--- config.mk ---
export PLATFORM = sky130hd
export DESIGN_NAME = irc_line_tokenizer_core
export DESIGN_NICKNAME = d
export VERILOG_FILES = /design/src/hw/rtl/itok_pkg.sv /design/src/hw/rtl/itok_parser.sv /design/src/hw/rtl/itok_result_queue.sv /design/src/hw/rtl/irc_line_tokenizer_core.sv
export SDC_FILE = /design/constraint.sdc
export NUM_CORES = 1
export LEC_CHECK = 0
export ABC_AREA = 1
export BUFFER_PORTS_ARGS = -buffer_cell sky130_fd_sc_hd__buf_4
export CORE_ASPECT_RATIO = 1.25
export CORE_UTILIZATION = 40
export CTS_BUF_LIST = sky130_fd_sc_hd__clkbuf_4 sky130_fd_sc_hd__clkbuf_8 sky130_fd_sc_hd__clkbuf_16
export CTS_CLUSTER_SIZE = 10
export DETAILED_ROUTE_END_ITERATION = 6
export PLACE_DENSITY = 0.57
export SLEW_MARGIN = 25
export SYNTH_ARGS = -nofsm -noshare
export SYNTH_HDL_FRONTEND = slang
export SYNTH_SLANG_ARGS = --single-unit
--- constraint.sdc ---
create_clock -name i_clk -period 2.6 [get_ports i_clk]
set_input_delay 0.52 -clock i_clk [delete_from_list [all_inputs] [get_ports i_clk]]
set_output_delay 0.52 -clock i_clk [all_outputs]
set_load 0.05 [all_outputs]
--- src/hw/rtl/itok_pkg.sv ---
// Shared types, codes and constants of the IRC line tokenizer.
package itok_pkg;

    // Field widths.
    localparam int BYTE_W   = 8;
    localparam int KIND_W   = 2;
    localparam int STATUS_W = 2;
    localparam int MAXLEN_W = 12;
    localparam int LEN_W    = 13;

    // Reset value of the line length limit and the saturation point of the counter.
    localparam logic [MAXLEN_W-1:0] MAX_LEN_RESET = 12'd512;
    localparam logic [LEN_W-1:0]    LEN_SAT       = 13'd8191;

    // Special bytes.
    localparam logic [BYTE_W-1:0] CH_LF    = 8'h0A;
    localparam logic [BYTE_W-1:0] CH_CR    = 8'h0D;
    localparam logic [BYTE_W-1:0] CH_COLON = 8'h3A;
    localparam logic [BYTE_W-1:0] CH_SPACE = 8'h20;
    localparam logic [BYTE_W-1:0] CH_TAB   = 8'h09;
    localparam logic [BYTE_W-1:0] CH_VT    = 8'h0B;
    localparam logic [BYTE_W-1:0] CH_FF    = 8'h0C;

    // PRIVMSG matcher: index of a full match and the broken marker.
    localparam logic [3:0] MATCH_FULL   = 4'd7;
    localparam logic [3:0] MATCH_BROKEN = 4'd8;

    // Token kinds.
    localparam logic [KIND_W-1:0] KIND_PREFIX   = 2'd0;
    localparam logic [KIND_W-1:0] KIND_COMMAND  = 2'd1;
    localparam logic [KIND_W-1:0] KIND_MIDDLE   = 2'd2;
    localparam logic [KIND_W-1:0] KIND_TRAILING = 2'd3;

    // Line status codes.
    localparam logic [STATUS_W-1:0] ST_OK         = 2'd0;
    localparam logic [STATUS_W-1:0] ST_TOO_LONG   = 2'd1;
    localparam logic [STATUS_W-1:0] ST_NO_COMMAND = 2'd2;

    // Parse phase of the current line.
    typedef enum logic [2:0] {
        PH_LINE_START,
        PH_PREFIX,
        PH_SEP_CMD,
        PH_COMMAND,
        PH_SEP_PARAM,
        PH_MIDDLE,
        PH_TRAILING
    } t_phase;

    // One result item as it travels from the parser to the result queue.
    typedef struct packed {
        logic [BYTE_W-1:0]   out_byte;
        logic [KIND_W-1:0]   token_kind;
        logic                token_start;
        logic                line_end;
        logic [STATUS_W-1:0] line_status;
        logic                last;
    } t_result;

    // Letters of the word PRIVMSG, by position.
    function automatic logic [BYTE_W-1:0] privmsg_char(input logic [2:0] idx);
        logic [BYTE_W-1:0] c;
        case (idx)
            3'd0:    c = 8'h50; // P
            3'd1:    c = 8'h52; // R
            3'd2:    c = 8'h49; // I
            3'd3:    c = 8'h56; // V
            3'd4:    c = 8'h4D; // M
            3'd5:    c = 8'h53; // S
            3'd6:    c = 8'h47; // G
            default: c = 8'h00;
        endcase
        return c;
    endfunction

    // Separator whitespace: space, tab, vertical tab, form feed.
    function automatic logic is_sep(input logic [BYTE_W-1:0] b);
        return (b == CH_SPACE) || (b == CH_TAB) || (b == CH_VT) || (b == CH_FF);
    endfunction

endpackage

--- src/hw/rtl/itok_parser.sv ---
// Per-byte parse state and classification logic of the IRC line tokenizer.
module itok_parser
    import itok_pkg::*;
(
    input  logic                i_clk,
    input  logic                i_rst_n,
    input  logic                i_fire,
    input  logic [BYTE_W-1:0]   i_byte,
    input  logic [MAXLEN_W-1:0] i_max_len,
    output t_result             o_res0,
    output t_result             o_res1,
    output logic [1:0]          o_count
);

    t_phase           r_phase, n_phase;
    logic [LEN_W-1:0] r_len, n_len;
    logic             r_acr, n_acr;
    logic             r_cmd_seen, n_cmd_seen;
    logic [3:0]       r_idx, n_idx;
    logic             r_matched, n_matched;
    logic             r_trail_first, n_trail_first;
    logic             r_pend, n_pend;

    // Parse state registers.
    always_ff @(posedge i_clk) begin
        if (!i_rst_n) begin
            r_phase       <= PH_LINE_START;
            r_len         <= '0;
            r_acr         <= 1'b0;
            r_cmd_seen    <= 1'b0;
            r_idx         <= '0;
            r_matched     <= 1'b0;
            r_trail_first <= 1'b0;
            r_pend        <= 1'b1;
        end else if (i_fire) begin
            r_phase       <= n_phase;
            r_len         <= n_len;
            r_acr         <= n_acr;
            r_cmd_seen    <= n_cmd_seen;
            r_idx         <= n_idx;
            r_matched     <= n_matched;
            r_trail_first <= n_trail_first;
            r_pend        <= n_pend;
        end
    end

    // Classification of the presented byte and the next parse state.
    always_comb begin
        logic             ws;
        logic [3:0]       step_idx;
        logic             pend;
        t_result          r0;
        t_result          r1;
        logic [1:0]       cnt;

        ws       = is_sep(i_byte);
        r0       = '0;
        r1       = '0;
        cnt      = 2'd0;
        pend     = r_pend;

        // Advance of the PRIVMSG matcher for a command byte.
        if ((r_idx < MATCH_FULL) && (i_byte == privmsg_char(r_idx[2:0]))) begin
            step_idx = r_idx + 4'd1;
        end else begin
            step_idx = MATCH_BROKEN;
        end

        n_phase       = r_phase;
        n_len         = r_len;
        n_acr         = r_acr;
        n_cmd_seen    = r_cmd_seen;
        n_idx         = r_idx;
        n_matched     = r_matched;
        n_trail_first = r_trail_first;
        n_pend        = r_pend;

        if ((i_byte == CH_LF) && r_acr) begin
            // The LF of a CR-LF pair is swallowed.
            n_acr = 1'b0;
        end else if ((i_byte == CH_CR) || (i_byte == CH_LF)) begin
            // Line end: report status and start a fresh line.
            r0.line_end = 1'b1;
            if (r_len > {1'b0, i_max_len}) begin
                r0.line_status = ST_TOO_LONG;
            end else if (!r_cmd_seen) begin
                r0.line_status = ST_NO_COMMAND;
            end else begin
                r0.line_status = ST_OK;
            end
            cnt           = 2'd1;
            n_phase       = PH_LINE_START;
            n_len         = '0;
            n_cmd_seen    = 1'b0;
            n_idx         = '0;
            n_matched     = 1'b0;
            n_trail_first = 1'b0;
            n_pend        = 1'b1;
            n_acr         = (i_byte == CH_CR);
        end else begin
            n_acr = 1'b0;
            if (r_len != LEN_SAT) begin
                n_len = r_len + 13'd1;
            end
            case (r_phase)
                PH_LINE_START: begin
                    if (i_byte == CH_COLON) begin
                        n_phase = PH_PREFIX;
                        n_pend  = 1'b1;
                    end else if (ws) begin
                        n_phase = PH_SEP_CMD;
                    end else begin
                        n_cmd_seen     = 1'b1;
                        n_idx          = step_idx;
                        r0.out_byte    = i_byte;
                        r0.token_kind  = KIND_COMMAND;
                        r0.token_start = 1'b1;
                        cnt            = 2'd1;
                        n_phase        = PH_COMMAND;
                    end
                end
                PH_PREFIX: begin
                    if (ws) begin
                        n_phase = PH_SEP_CMD;
                    end else begin
                        r0.out_byte    = i_byte;
                        r0.token_kind  = KIND_PREFIX;
                        r0.token_start = r_pend;
                        cnt            = 2'd1;
                        n_pend         = 1'b0;
                    end
                end
                PH_SEP_CMD: begin
                    if (!ws) begin
                        n_cmd_seen     = 1'b1;
                        n_idx          = step_idx;
                        r0.out_byte    = i_byte;
                        r0.token_kind  = KIND_COMMAND;
                        r0.token_start = 1'b1;
                        cnt            = 2'd1;
                        n_phase        = PH_COMMAND;
                    end
                end
                PH_COMMAND: begin
                    if (ws) begin
                        n_matched = (r_idx == MATCH_FULL);
                        n_phase   = PH_SEP_PARAM;
                    end else begin
                        n_idx         = step_idx;
                        r0.out_byte   = i_byte;
                        r0.token_kind = KIND_COMMAND;
                        cnt           = 2'd1;
                    end
                end
                PH_SEP_PARAM: begin
                    if (!ws) begin
                        if (i_byte == CH_COLON) begin
                            n_phase       = PH_TRAILING;
                            n_pend        = 1'b1;
                            n_trail_first = 1'b1;
                        end else begin
                            r0.out_byte    = i_byte;
                            r0.token_kind  = KIND_MIDDLE;
                            r0.token_start = 1'b1;
                            cnt            = 2'd1;
                            n_phase        = PH_MIDDLE;
                        end
                    end
                end
                PH_MIDDLE: begin
                    if (ws) begin
                        n_phase = PH_SEP_PARAM;
                    end else begin
                        r0.out_byte   = i_byte;
                        r0.token_kind = KIND_MIDDLE;
                        cnt           = 2'd1;
                    end
                end
                PH_TRAILING: begin
                    // Non-PRIVMSG commands get one extra space before the first separator.
                    if (r_trail_first && ws) begin
                        n_trail_first = 1'b0;
                        if (!r_matched) begin
                            r0.out_byte    = CH_SPACE;
                            r0.token_kind  = KIND_TRAILING;
                            r0.token_start = pend;
                            pend           = 1'b0;
                            cnt            = 2'd1;
                        end
                    end
                    if (cnt == 2'd1) begin
                        r1.out_byte    = i_byte;
                        r1.token_kind  = KIND_TRAILING;
                        r1.token_start = pend;
                        cnt            = 2'd2;
                    end else begin
                        r0.out_byte    = i_byte;
                        r0.token_kind  = KIND_TRAILING;
                        r0.token_start = pend;
                        cnt            = 2'd1;
                    end
                    n_pend = 1'b0;
                end
                default: begin
                    n_phase = PH_LINE_START;
                end
            endcase
        end

        // Mark the final result of this byte.
        if (cnt == 2'd2) begin
            r1.last = 1'b1;
        end else if (cnt == 2'd1) begin
            r0.last = 1'b1;
        end

        o_res0  = r0;
        o_res1  = r1;
        o_count = i_fire ? cnt : 2'd0;
    end

endmodule

--- src/hw/rtl/itok_result_queue.sv ---
// Four-entry result queue that takes up to two results per cycle and gives one.
module itok_result_queue
    import itok_pkg::*;
(
    input  logic       i_clk,
    input  logic       i_rst_n,
    input  t_result    i_res0,
    input  t_result    i_res1,
    input  logic [1:0] i_push,
    output logic       o_room,
    output logic       o_valid,
    input  logic       i_pop,
    output t_result    o_res
);

    t_result    r_mem [4];
    logic [1:0] r_wr, r_rd;
    logic [2:0] r_count;
    logic       pop;

    assign pop     = i_pop && (r_count != 3'd0);
    assign o_valid = (r_count != 3'd0);
    assign o_room  = (r_count < 3'd3);
    assign o_res   = r_mem[r_rd];

    // Storage writes: first result at the write pointer, second one after it.
    always_ff @(posedge i_clk) begin
        if (i_push != 2'd0) begin
            r_mem[r_wr] <= i_res0;
        end
        if (i_push == 2'd2) begin
            r_mem[r_wr + 2'd1] <= i_res1;
        end
    end

    // Pointers and fill count.
    always_ff @(posedge i_clk) begin
        if (!i_rst_n) begin
            r_wr    <= '0;
            r_rd    <= '0;
            r_count <= '0;
        end else begin
            r_wr    <= r_wr + i_push;
            r_rd    <= r_rd + {1'b0, pop};
            r_count <= r_count + {1'b0, i_push} - {2'b00, pop};
        end
    end

endmodule

--- src/hw/rtl/irc_line_tokenizer_core.sv ---
// Top level of the IRC line tokenizer: ports, length limit register and glue.
//
// Bytes of an IRC stream enter one per cycle while the input is ready; CR, LF
// or CR-LF ends a line and produces a status result. A byte is parsed at the
// edge where its request is accepted. Most bytes cause zero or one result, and
// then one byte per cycle flows through while results are taken. The first
// separator of a trailing parameter of a non-PRIVMSG command causes two
// results, which leave the queue one at a time. Results wait in a four-entry
// queue, and the input is ready while that queue holds at most two results, so
// a stalled consumer stops the input once three results wait. The length limit
// is written through the configuration port and takes effect on the next byte.
module irc_line_tokenizer_core
    import itok_pkg::*;
(
    input  logic                i_clk,
    input  logic                i_rst_n,
    // Configuration: line length limit.
    input  logic                i_cfg_we,
    input  logic [MAXLEN_W-1:0] i_cfg_data,
    // Input byte channel.
    input  logic                i_valid,
    output logic                o_ready,
    input  logic [BYTE_W-1:0]   i_data_byte,
    // Result channel.
    output logic                o_valid,
    input  logic                i_ready,
    output logic [BYTE_W-1:0]   o_out_byte,
    output logic [KIND_W-1:0]   o_token_kind,
    output logic                o_token_start,
    output logic                o_line_end,
    output logic [STATUS_W-1:0] o_line_status,
    output logic                o_last
);

    logic [MAXLEN_W-1:0] r_max_len;
    logic                fire;
    logic                room;
    t_result             res0, res1, res_out;
    logic [1:0]          push;

    // Line length limit register.
    always_ff @(posedge i_clk) begin
        if (!i_rst_n) begin
            r_max_len <= MAX_LEN_RESET;
        end else if (i_cfg_we) begin
            r_max_len <= i_cfg_data;
        end
    end

    assign o_ready = room;
    assign fire    = i_valid && room;

    // Byte classification and parse state.
    itok_parser u_parser (
        .i_clk     (i_clk),
        .i_rst_n   (i_rst_n),
        .i_fire    (fire),
        .i_byte    (i_data_byte),
        .i_max_len (r_max_len),
        .o_res0    (res0),
        .o_res1    (res1),
        .o_count   (push)
    );

    // Result queue between the parser and the consumer.
    itok_result_queue u_queue (
        .i_clk   (i_clk),
        .i_rst_n (i_rst_n),
        .i_res0  (res0),
        .i_res1  (res1),
        .i_push  (push),
        .o_room  (room),
        .o_valid (o_valid),
        .i_pop   (i_ready),
        .o_res   (res_out)
    );

    assign o_out_byte    = res_out.out_byte;
    assign o_token_kind  = res_out.token_kind;
    assign o_token_start = res_out.token_start;
    assign o_line_end    = res_out.line_end;
    assign o_line_status = res_out.line_status;
    assign o_last        = res_out.last;

endmodule

Word level (Yosys, flattened, before mapping)
Memories as Yosys holds them, arrays and structs flattened. A register that Yosys moved wholly into a read port is not among the register bits.
Cells that the tools add are included.
Word-level totals
  register bits: 44
  bits in writable memories: 60
  bits of input ports: 25
  word-level logic and storage cells: 170
  memories: 1
Operators by class
  $add $sub $neg: 7
  magnitude comparators: 3
  equal/unequal tests: 35
  multiplexer cells: 81
  bitwise gates (word level): 1
  reduce and logical (&&, ||, !) cells: 30
Memories
  u_queue.r_mem: words 4, bits a word 15, rd ports 1, clocked after memory_dff 1, write ports 2, RTL line itok_result_queue.sv:16  | t_result r_mem [4];
Operators by type and width (number)
  $mux W11: 12
  $pmux W10 S7: 1
  $pmux W7 S7: 1
  $eq A8 B4 Y1 const B: 5
  $mux W1: 29
  $mux W2: 14
  $mux W13: 2
  $mux W3: 7
  $mux W10: 2
  $eq A3 B3 Y1 const B: 6
  $pmux W3 S6: 1
  $eq A8 B6 Y1 const B: 2
  $mux W4: 4
  $mux W14: 1
  $add A13 B1 Y13 const B: 1
  $gt A13 B12 Y1: 1
  $ne A13 B13 Y1 const B: 1
  $eq A3 B2 Y1 const B: 4
  $ne A3 B1 Y1 const B: 4
  $reduce_and A4 Y1: 3
  $reduce_bool A3 Y1: 4
  $mux W9: 1
  $ne A3 B3 Y1 const B: 3
  $eq A8 B7 Y1: 1
  31 further kinds: 47

Longest topological paths before layout
Gate-level depths: netlist of the first run.
  depth in word-level cells: 18
  gate-level depth with buffers: 18
  mapped depth without buffers: 17

Cells and area by module
Synthesis of the first run repeated with hierarchy kept, for this count alone.
Second synthesis, totals
  cell total of the unflattened synthesis: 881
  area, all modules: 6565.0 um2
Modules (own cells, without submodules)
  itok_result_queue: instances 1, cells an instance 350, area each 3442.1 um2, sequential area each 1941.9 um2
  itok_parser: instances 1, cells an instance 455, area each 2625.0 um2, sequential area each 500.5 um2
  irc_line_tokenizer_core: instances 1, cells an instance 76, area each 498.0 um2, sequential area each 240.2 um2

Least setup slack after synthesis of the first run
Ideal clock, no wire load.
  kind: flip-flop to flip-flop
  start point: register u_queue.r_count[0]
  end point: register u_queue.r_count[2]
  setup time: 0.128 ns
  data arrival time: 2.581 ns
  data required time: 2.472 ns
  setup slack: -0.108 ns
  stages on the path, launching flop included: 13
  cell sequence: dfxtp_1 > a21oi_1 > and2_1 > nand2_2 > inv_2 > nand2_2 > inv_1 > ha_1 > inv_1 > fa_1 > xor2_1 > inv_1 > nor2_1
On the way
  longest elaborated chain between the ends: 5
Ends and longest elaborated chain
  start: declaration: RTL line itok_result_queue.sv:18  | logic [2:0] r_count;
  start signal: assignment: RTL line itok_result_queue.sv:45  | r_count <= r_count + {1'b0, i_push} - {2'b00, pop};
  $lt A3 B2 Y1: RTL line itok_result_queue.sv:23  | assign o_room = (r_count < 3'd3);
  named net o_ready: RTL line irc_line_tokenizer_core.sv:22  | output logic o_ready,
  $logic_and A1 B1 Y1: RTL line irc_line_tokenizer_core.sv:51  | assign fire = i_valid && room;
  $mux W2: RTL line itok_parser.sv:219  | o_count = i_fire ? cnt : 2'd0;
  $add A3 B2 Y3: RTL line itok_result_queue.sv:45
  $sub A3 B1 Y3: RTL line itok_result_queue.sv:45
The timed path passes the listed nets, and every way through them passes these cells.
A chain may end at the register's enable or synchronous reset.

Worst setup path after layout of the first run
  start point: input i_data_byte[4]
  end point: register u_queue.r_count[2]
On the way
  longest elaborated chain between the ends: 17
Ends and longest elaborated chain
  start: declaration: RTL line irc_line_tokenizer_core.sv:23  | input logic [BYTE_W-1:0] i_data_byte,
  $eq A8 B6 Y1 or $eq A8 B4 Y1 (tied branches): RTL line itok_pkg.sv:78  | return (b == CH_SPACE) || (b == CH_TAB) || (b == CH_VT) || (b == CH_FF);
  $logic_or A1 B1 Y1 (3 in a row): RTL line itok_pkg.sv:78
  $logic_and A1 B1 Y1: RTL line itok_parser.sv:181  | if (r_trail_first && ws) begin
  $mux W2: RTL line itok_parser.sv:181
  $mux W2: RTL line itok_parser.sv:105  | case (r_phase)
  $mux W2: RTL line itok_parser.sv:81  | end else if ((i_byte == CH_CR) || (i_byte == CH_LF)) begin
  $mux W2: RTL line itok_parser.sv:78  | if ((i_byte == CH_LF) && r_acr) begin
  $eq A2 B1 Y1: RTL line itok_parser.sv:191  | if (cnt == 2'd1) begin
  $mux W2: RTL line itok_parser.sv:191
  $pmux W2 S4: RTL line itok_parser.sv:105
  $mux W2: RTL line itok_parser.sv:81
  $mux W2 (*): RTL line itok_parser.sv:78
  $mux W2 (*): RTL line itok_parser.sv:219
  $add A3 B2 Y3 (*): RTL line itok_result_queue.sv:45
  $sub A3 B1 Y3 (*): RTL line itok_result_queue.sv:45
Every way passes the cells marked *; elsewhere a longest branch is shown, timed or not. The select of a mux whose other input is x is not followed.

==> results of run 1 <==
[cell families after synthesis]
logic type               synth area share, %
AND/OR/NAND/NOR                         25.4
AO/OA/AOI/OAI                           15.8
buffers and inverters                   8.27
flip-flops                              43.7
adder cells (fa/ha/maj)                 5.25
XOR/XNOR                                1.50
[registers in the layout, summed over array words and instances (netlist names)]
signal                  flops
u_parser.r_phase            3
u_queue.r_wr                2
u_queue.r_mem              60
u_parser.r_matched          1
u_parser.r_pend             1
r_max_len                  12
u_queue.r_rd                2
u_parser.r_cmd_seen         1
u_parser.r_trail_first      1
u_parser.r_len             13
u_parser.r_idx              4
u_queue.r_count             3
u_parser.r_acr              1
[where the power goes]
group / internal, uW / total (uW) / switching, uW
sequential: 1980 / 2090 / 114
clock: 680 / 1310 / 633
combinational: 814 / 2700 / 1890
[how the worst max path moves through the flow]
stage,endpoint,cells past startpoint
4_1_cts,o_line_status[1],4
2_1_floorplan,u_queue.r_count[2]$_SDFF_PN0_,14
5_1_grt,u_queue.r_count[2]$_SDFF_PN0_,14
6_report,u_queue.r_count[2]$_SDFF_PN0_,14
3_5_place_dp,u_queue.r_count[2]$_SDFF_PN0_,14
3_3_place_gp,u_queue.r_count[2]$_SDFF_PN0_,14
[area by class of cell]
class	count	share of cell area [%]
sequential	104	37.8
clock buffer	11	3.54
inverter	83	4.61
multi-input combinational	541	41.5
timing repair buffer	78	8.64
clock inverter	5	0.591
tap	178	3.29
[stage by stage]
step                hold slack [ps]  area (um^2)  instances  utilization, %
floorplan                       435         5860        759               -
global placement                451         6500        984            45.3
detailed placement              456         6500        984            45.3
CTS                             380         6780       1000            47.3
global route                    414         6780       1000            47.3
finish                          385         6780       1000            47.3
[layer usage]
metal | track usage [%] | routed length (um) | vias up
met5 | 0 | 0 | -
met4 | 5.99 | 181 | 0
met3 | 3.03 | 454 | 14
met2 | 40.3 | 8040 | 113
met1 | 24.6 | 6630 | 2411
li1 | - | - | 2667
[cells in the final DEF, fill, tap and decap left out, types with 2 or more instances in the layout]
cell type   instances
o211ai_1            5
inv_1              69
nand4_1             3
ha_1               23
xnor2_1             2
clkbuf_16           9
nor3_1             10
nor2_2              2
nor4_1              3
a21oi_1            43
o21a_1              2
edfxtp_1           48
nand2_1           120
nand3_1            78
clkbuf_4            2
nor2_1             98
nand2_4             3
a31oi_1             2
o21bai_1            2
buf_4              78
dfxtp_1            56
xor2_1              8
a21oi_2             3
nand2_2             8
o21ai_0            76
inv_2              12
clkinvlp_4          3
o21ai_1            21
o22ai_1            15
[critical path, cell delays in order]
cell	delay, ps
buf_4	110
inv_1	100
nand2_1	70
nor2_2	170
nand2_2	120
nand2_4	100
nand3_4	100
nor2_8	110
nand2_4	50
ha_1	320
fa_1	440
xor2_1	170
inv_1	60
nor2_1	30
==> metrics, run 1 <==
status complete, no violations; H-tree depth 3; Synth Area per Inst 7.72 um^2; Clock transition at path regs 70 ps; first-pass GRT wire length 24.9 mm; leakage 0.00282 uW; Pins Over Slew Limit 0; reg2reg setup slack 350 ps; DIE AREA 15100 um^2; CP arrival 2470 ps; RR Startpoint u_parser.r_phase[0]$_SDFFE_PN0P_; port buffer count 41; ys flop type dfxtp_1; initial core utilization 40.8%; Final GP Congestion 0.903; maximum clock insertion buffer count 2; Max VDD drop 0.630 mV; DRT antenna net count 0; synth top area cells edfxtp_1 25%, dfxtp_1 19%, nand2_1 7.7%, nand3_1 6.7%, o21ai_0 6.5%; GRT Total Usage 21.4%; number of synthesized flops with an enable pin 48; Yosys top cell area share 24.6%; hold path endpoint r_max_len[9]$_SDFFE_PN1P_; vias in the first global route 5048; Hold Path Class input port to flop; post-route minimum period 2260 ps; sequential share of the synthesized area 43.7%; Worst Setup End Kind flop; height of the die 137 um; CP max FO 4; Setup crit start i_data_byte[4]; Reg area 2560 um^2; FFs w/ async S/R, synth 0%; Final WS setup 342 ps; Reg2Reg Depth 11; cts bufs inserted 9; setup TNS 0 ps; Slew Limit Headroom 55.6%; CTS tree built; Vias 5205; diode count 0; overall power 6110 uW; Hold Crit Start i_cfg_we; Least-Margin Pin Slew 664 ps; Synth cell types 46; Core Box Area 14300 um^2; leading area contributor after synthesis edfxtp_1; max_cap viols 0; WL final 15.3 mm; Synth top cells by count 120 x nand2_1, 98 x nor2_1, 78 x nand3_1, 76 x o21ai_0, 69 x inv_1; Starting DRT DRC Count 284; footprint of the multi-input gates 2820 um^2; Hold Fails Final Rpt 0; Die W 110 um; worst path required time 2820 ps; Mapped Cells 759; largest net degree at the start of global routing 32; crit share post-route 86.9%; synthesis-stage register bit count 104; synthesized cell area 5860 um^2; r2r endpoint u_queue.r_count[2]$_SDFF_PN0_; final setup violation count 0; clk_lat worst skew 340 ps; fill count 1462; final net count 866; startpoint types input port; hpwl dp 11.7 mm; synth-to-layout area growth 15.7%; initial antenna violation count 0; RSZ-0062 raised after global routing no; CTS Hold Bufs 0; Peak Freq 0.443 GHz; Synth warnings 0; DR WL/cell 15.3 um; critical path type input port to flop; layout cells sized above 1 15.8%; DRC viols 0; top-count cell post-synth nand2_1; # IOs 42; Post-CTS Resized 0; Core Rows 49; Sink Count 104; pre-CTS setup slack -18.7 ps; Max Clock Skew 9.66 ps; power per cell area 901 nW/um^2; clk root buf clkbuf_16; drt pass-1 iters 6; Vias per Instance 5.21; Worst Hold Depth 2; postcts setup bufs 0; net count after synthesis 808; final global-route overflow total 0
Power figures use the tool's default switching activity.
==> run 2: changes to the inputs <==
==> constraint.sdc (replaced) <==
create_clock -name i_clk -period 2.02 [get_ports i_clk]
set_input_delay 0.404 -clock i_clk [delete_from_list [all_inputs] [get_ports i_clk]]
set_output_delay 0.404 -clock i_clk [all_outputs]
set_load 0.05 [all_outputs]
==> run 2 against run 1 <==
The flow now finishes with violations (design-rule violations). First-iteration DRC count increased by 6.3%. Final area increased by 15%. Global-route usage increased by 0.066 points. Clock skew increased by 1.3 ps. Final cell count increased by 7.7%. Combinational power increased by 57%. Worst hold slack got worse by 110 ps. Setup slack got worse by 280 ps. Wire length increased by 4.4%. Sequential power increased by 31%. Register-to-register slack got worse by 270 ps. Largest power group unchanged. Highest routed layer unchanged.
==> metrics, run 2 (same netlist as run 1, synthesis figures left out) <==
WL final 16.0 mm (was 15.3 mm); max_cap viols 0 (unchanged); failing checks design-rule violations; port buffer count 41 (unchanged); Worst Setup End Kind output port (was flop); DIE AREA 15100 um^2 (unchanged); Least-Margin Pin Slew 626 ps (was 664 ps); worst path required time 1620 ps (was 2820 ps); maximum clock insertion buffer count 2 (unchanged); Peak Freq 0.510 GHz; post-route minimum period 1960 ps; Slowest cell on crit path dfxtp_2 (was fa_1); RSZ-0062 raised after global routing yes (was no); height of the die 137 um (unchanged); Sink Count 104 (unchanged); Die W 110 um (unchanged); CP max FO 30 (was 4); DRC viols 12 (was 0); crit-path cells inv_1 > buf_8 > o21ai_0 > o22ai_1 > buf_4 (was buf_4 > inv_1 > nand2_1 > nor2_2 > nand2_2 > nand2_4 > nand3_4 > nor2_8 > nand2_4 > ha_1 > fa_1 > xor2_1 > inv_1 > nor2_1); Final GP Congestion 0.933 (was 0.903); clk_lat worst skew 350 ps (was 340 ps); utilization after layout 54.3% (was 47.3%); status complete, but fails checks (was complete, no violations); H-tree depth 3 (unchanged); first-pass GRT wire length 24.9 mm (about the same); register name with the most flops u_queue.r_mem (unchanged); Final Non-Filler Cells 1077 (was 1000); Hold Slack 279 ps (was 385 ps); Placed Cells incl. Taps 1046 (was 984); Pins Over Slew Limit 0 (unchanged); Clock transition at path regs 70 ps (about the same); # IOs 42 (unchanged); Vias 5588 (was 5205); most frequent cells in the layout 145 x buf_4, 105 x nand2_1, 84 x nor2_1, 76 x o21ai_0, 75 x nand3_1 (was 120 x nand2_1, 98 x nor2_1, 78 x nand3_1, 78 x buf_4, 76 x o21ai_0); drt pass-1 iters 7 (was 6); DRT antenna net count 0 (unchanged); Final WS setup 60.5 ps (was 342 ps); commonest non-fill, non-tap cell in the layout buf_4 (was nand2_1); Hold Fails Final Rpt 0 (unchanged); final setup violation count 0 (unchanged); overall power 8860 uW (was 6110 uW); Slew Limit Headroom 58.2% (was 55.6%); Crit path largest cell delay 380 ps (was 440 ps); layout cells sized above 1 28.8% (was 15.8%); CTS tree built (unchanged); CTS Hold Bufs 0 (unchanged); Max VDD drop 0.951 mV (was 0.630 mV); final net count 943 (was 866); synth-to-layout area growth 32.9% (was 15.7%); max reg flops 60 (unchanged); GRT Total Usage 21.4% (about the same); Hold Path Class input port to flop (unchanged); crit share post-route 97.0%; vias in the first global route 5398 (was 5048); Max Clock Skew 10.9 ps (was 9.66 ps); Vias per Instance 5.19 (was 5.21); Hold Crit Start i_cfg_we (unchanged); leakage 0.00331 uW (was 0.00282 uW); hpwl dp 11.9 mm (was 11.7 mm); final global-route overflow total 0 (unchanged); critical path type flop to output port (was input port to flop); startpoint types flop (was input port); power per cell area 1140 nW/um^2 (was 901 nW/um^2); RR Startpoint u_parser.r_phase[0]$_SDFFE_PN0P_ (unchanged); largest registers u_queue.r_mem: 60 flops, u_parser.r_len: 13 flops, r_max_len: 12 flops (unchanged); Starting DRT DRC Count 302 (was 284); Core Rows 49 (unchanged); initial antenna violation count 0 (unchanged); diode count 0 (unchanged); DR WL/cell 14.8 um (was 15.3 um); Setup crit start u_queue.r_rd[0]$_SDFF_PN0_ (was i_data_byte[4]); largest net degree at the start of global routing 32 (unchanged); pre-CTS setup slack -315 ps (was -18.7 ps); Core Box Area 14300 um^2 (unchanged); clk root buf clkbuf_16 (unchanged); initial core utilization 40.8% (unchanged); cts bufs inserted 9 (unchanged); CP arrival 1560 ps (was 2470 ps)
[run 2: cell type report]
type / count / area (um^2)
fillers: 1338 / 6560
multi-input cells: 541 / 3090
flip-flops and latches: 104 / 2580
repair buffers: 155 / 1240
inverters: 83 / 332
clock buffers: 12 / 272
well taps: 178 / 223
clock inverters: 4 / 51.3
[run 2: metal layers]
layer	vias to the layer above	global-route usage [%]	share of wire [%]
li1	2828	-	-
met1	2597	24.1	41
met2	131	40.5	54
met3	32	2.84	3.1
met4	0	7.68	2.1
met5	-	0	0
[run 2: worst paths after layout]
kind / end / slack (ps) / cells after the start
max: o_out_byte[5] / 60 / 5
min: r_max_len[9]$_SDFFE_PN1P_ / 280 / 2
min reg2reg: r_max_len[6]$_SDFFE_PN0P_ / 470 / 2
max reg2reg: u_queue.r_count[2]$_SDFF_PN0_ / 80 / 11
[run 2: what timing repair did]
| item | in CTS | in global routing |
|---|---|---|
| resized for setup | 8 | 64 |
| cloned | 0 | 1 |
| pin swaps | 0 | 27 |
| buffers inserted | 0 | 16 |
| setup endpoints to repair | 3 | 68 |
[run 2: critical path: cells and delay by family (launching register included)]
kind,cells,cell delay [ps]
buffers and inverters,3,530
AO/OA/AOI/OAI,2,290
flip-flops,1,380
[run 2: through the flow]
stage,TNS (ps),cell area [um^2]
after floorplan,-240,6000
after global placement,-16360,7110
after detailed placement,-21260,7110
after CTS,0,7440
after global routing,-111,7790
final,0,7790
[run 2: power by group]
group	total, uW	internal (uW)	switching, uW
Clock	1880	1090	790
Sequential	2740	2560	175
Combinational	4250	1600	2640
Total	8860	5250	3610
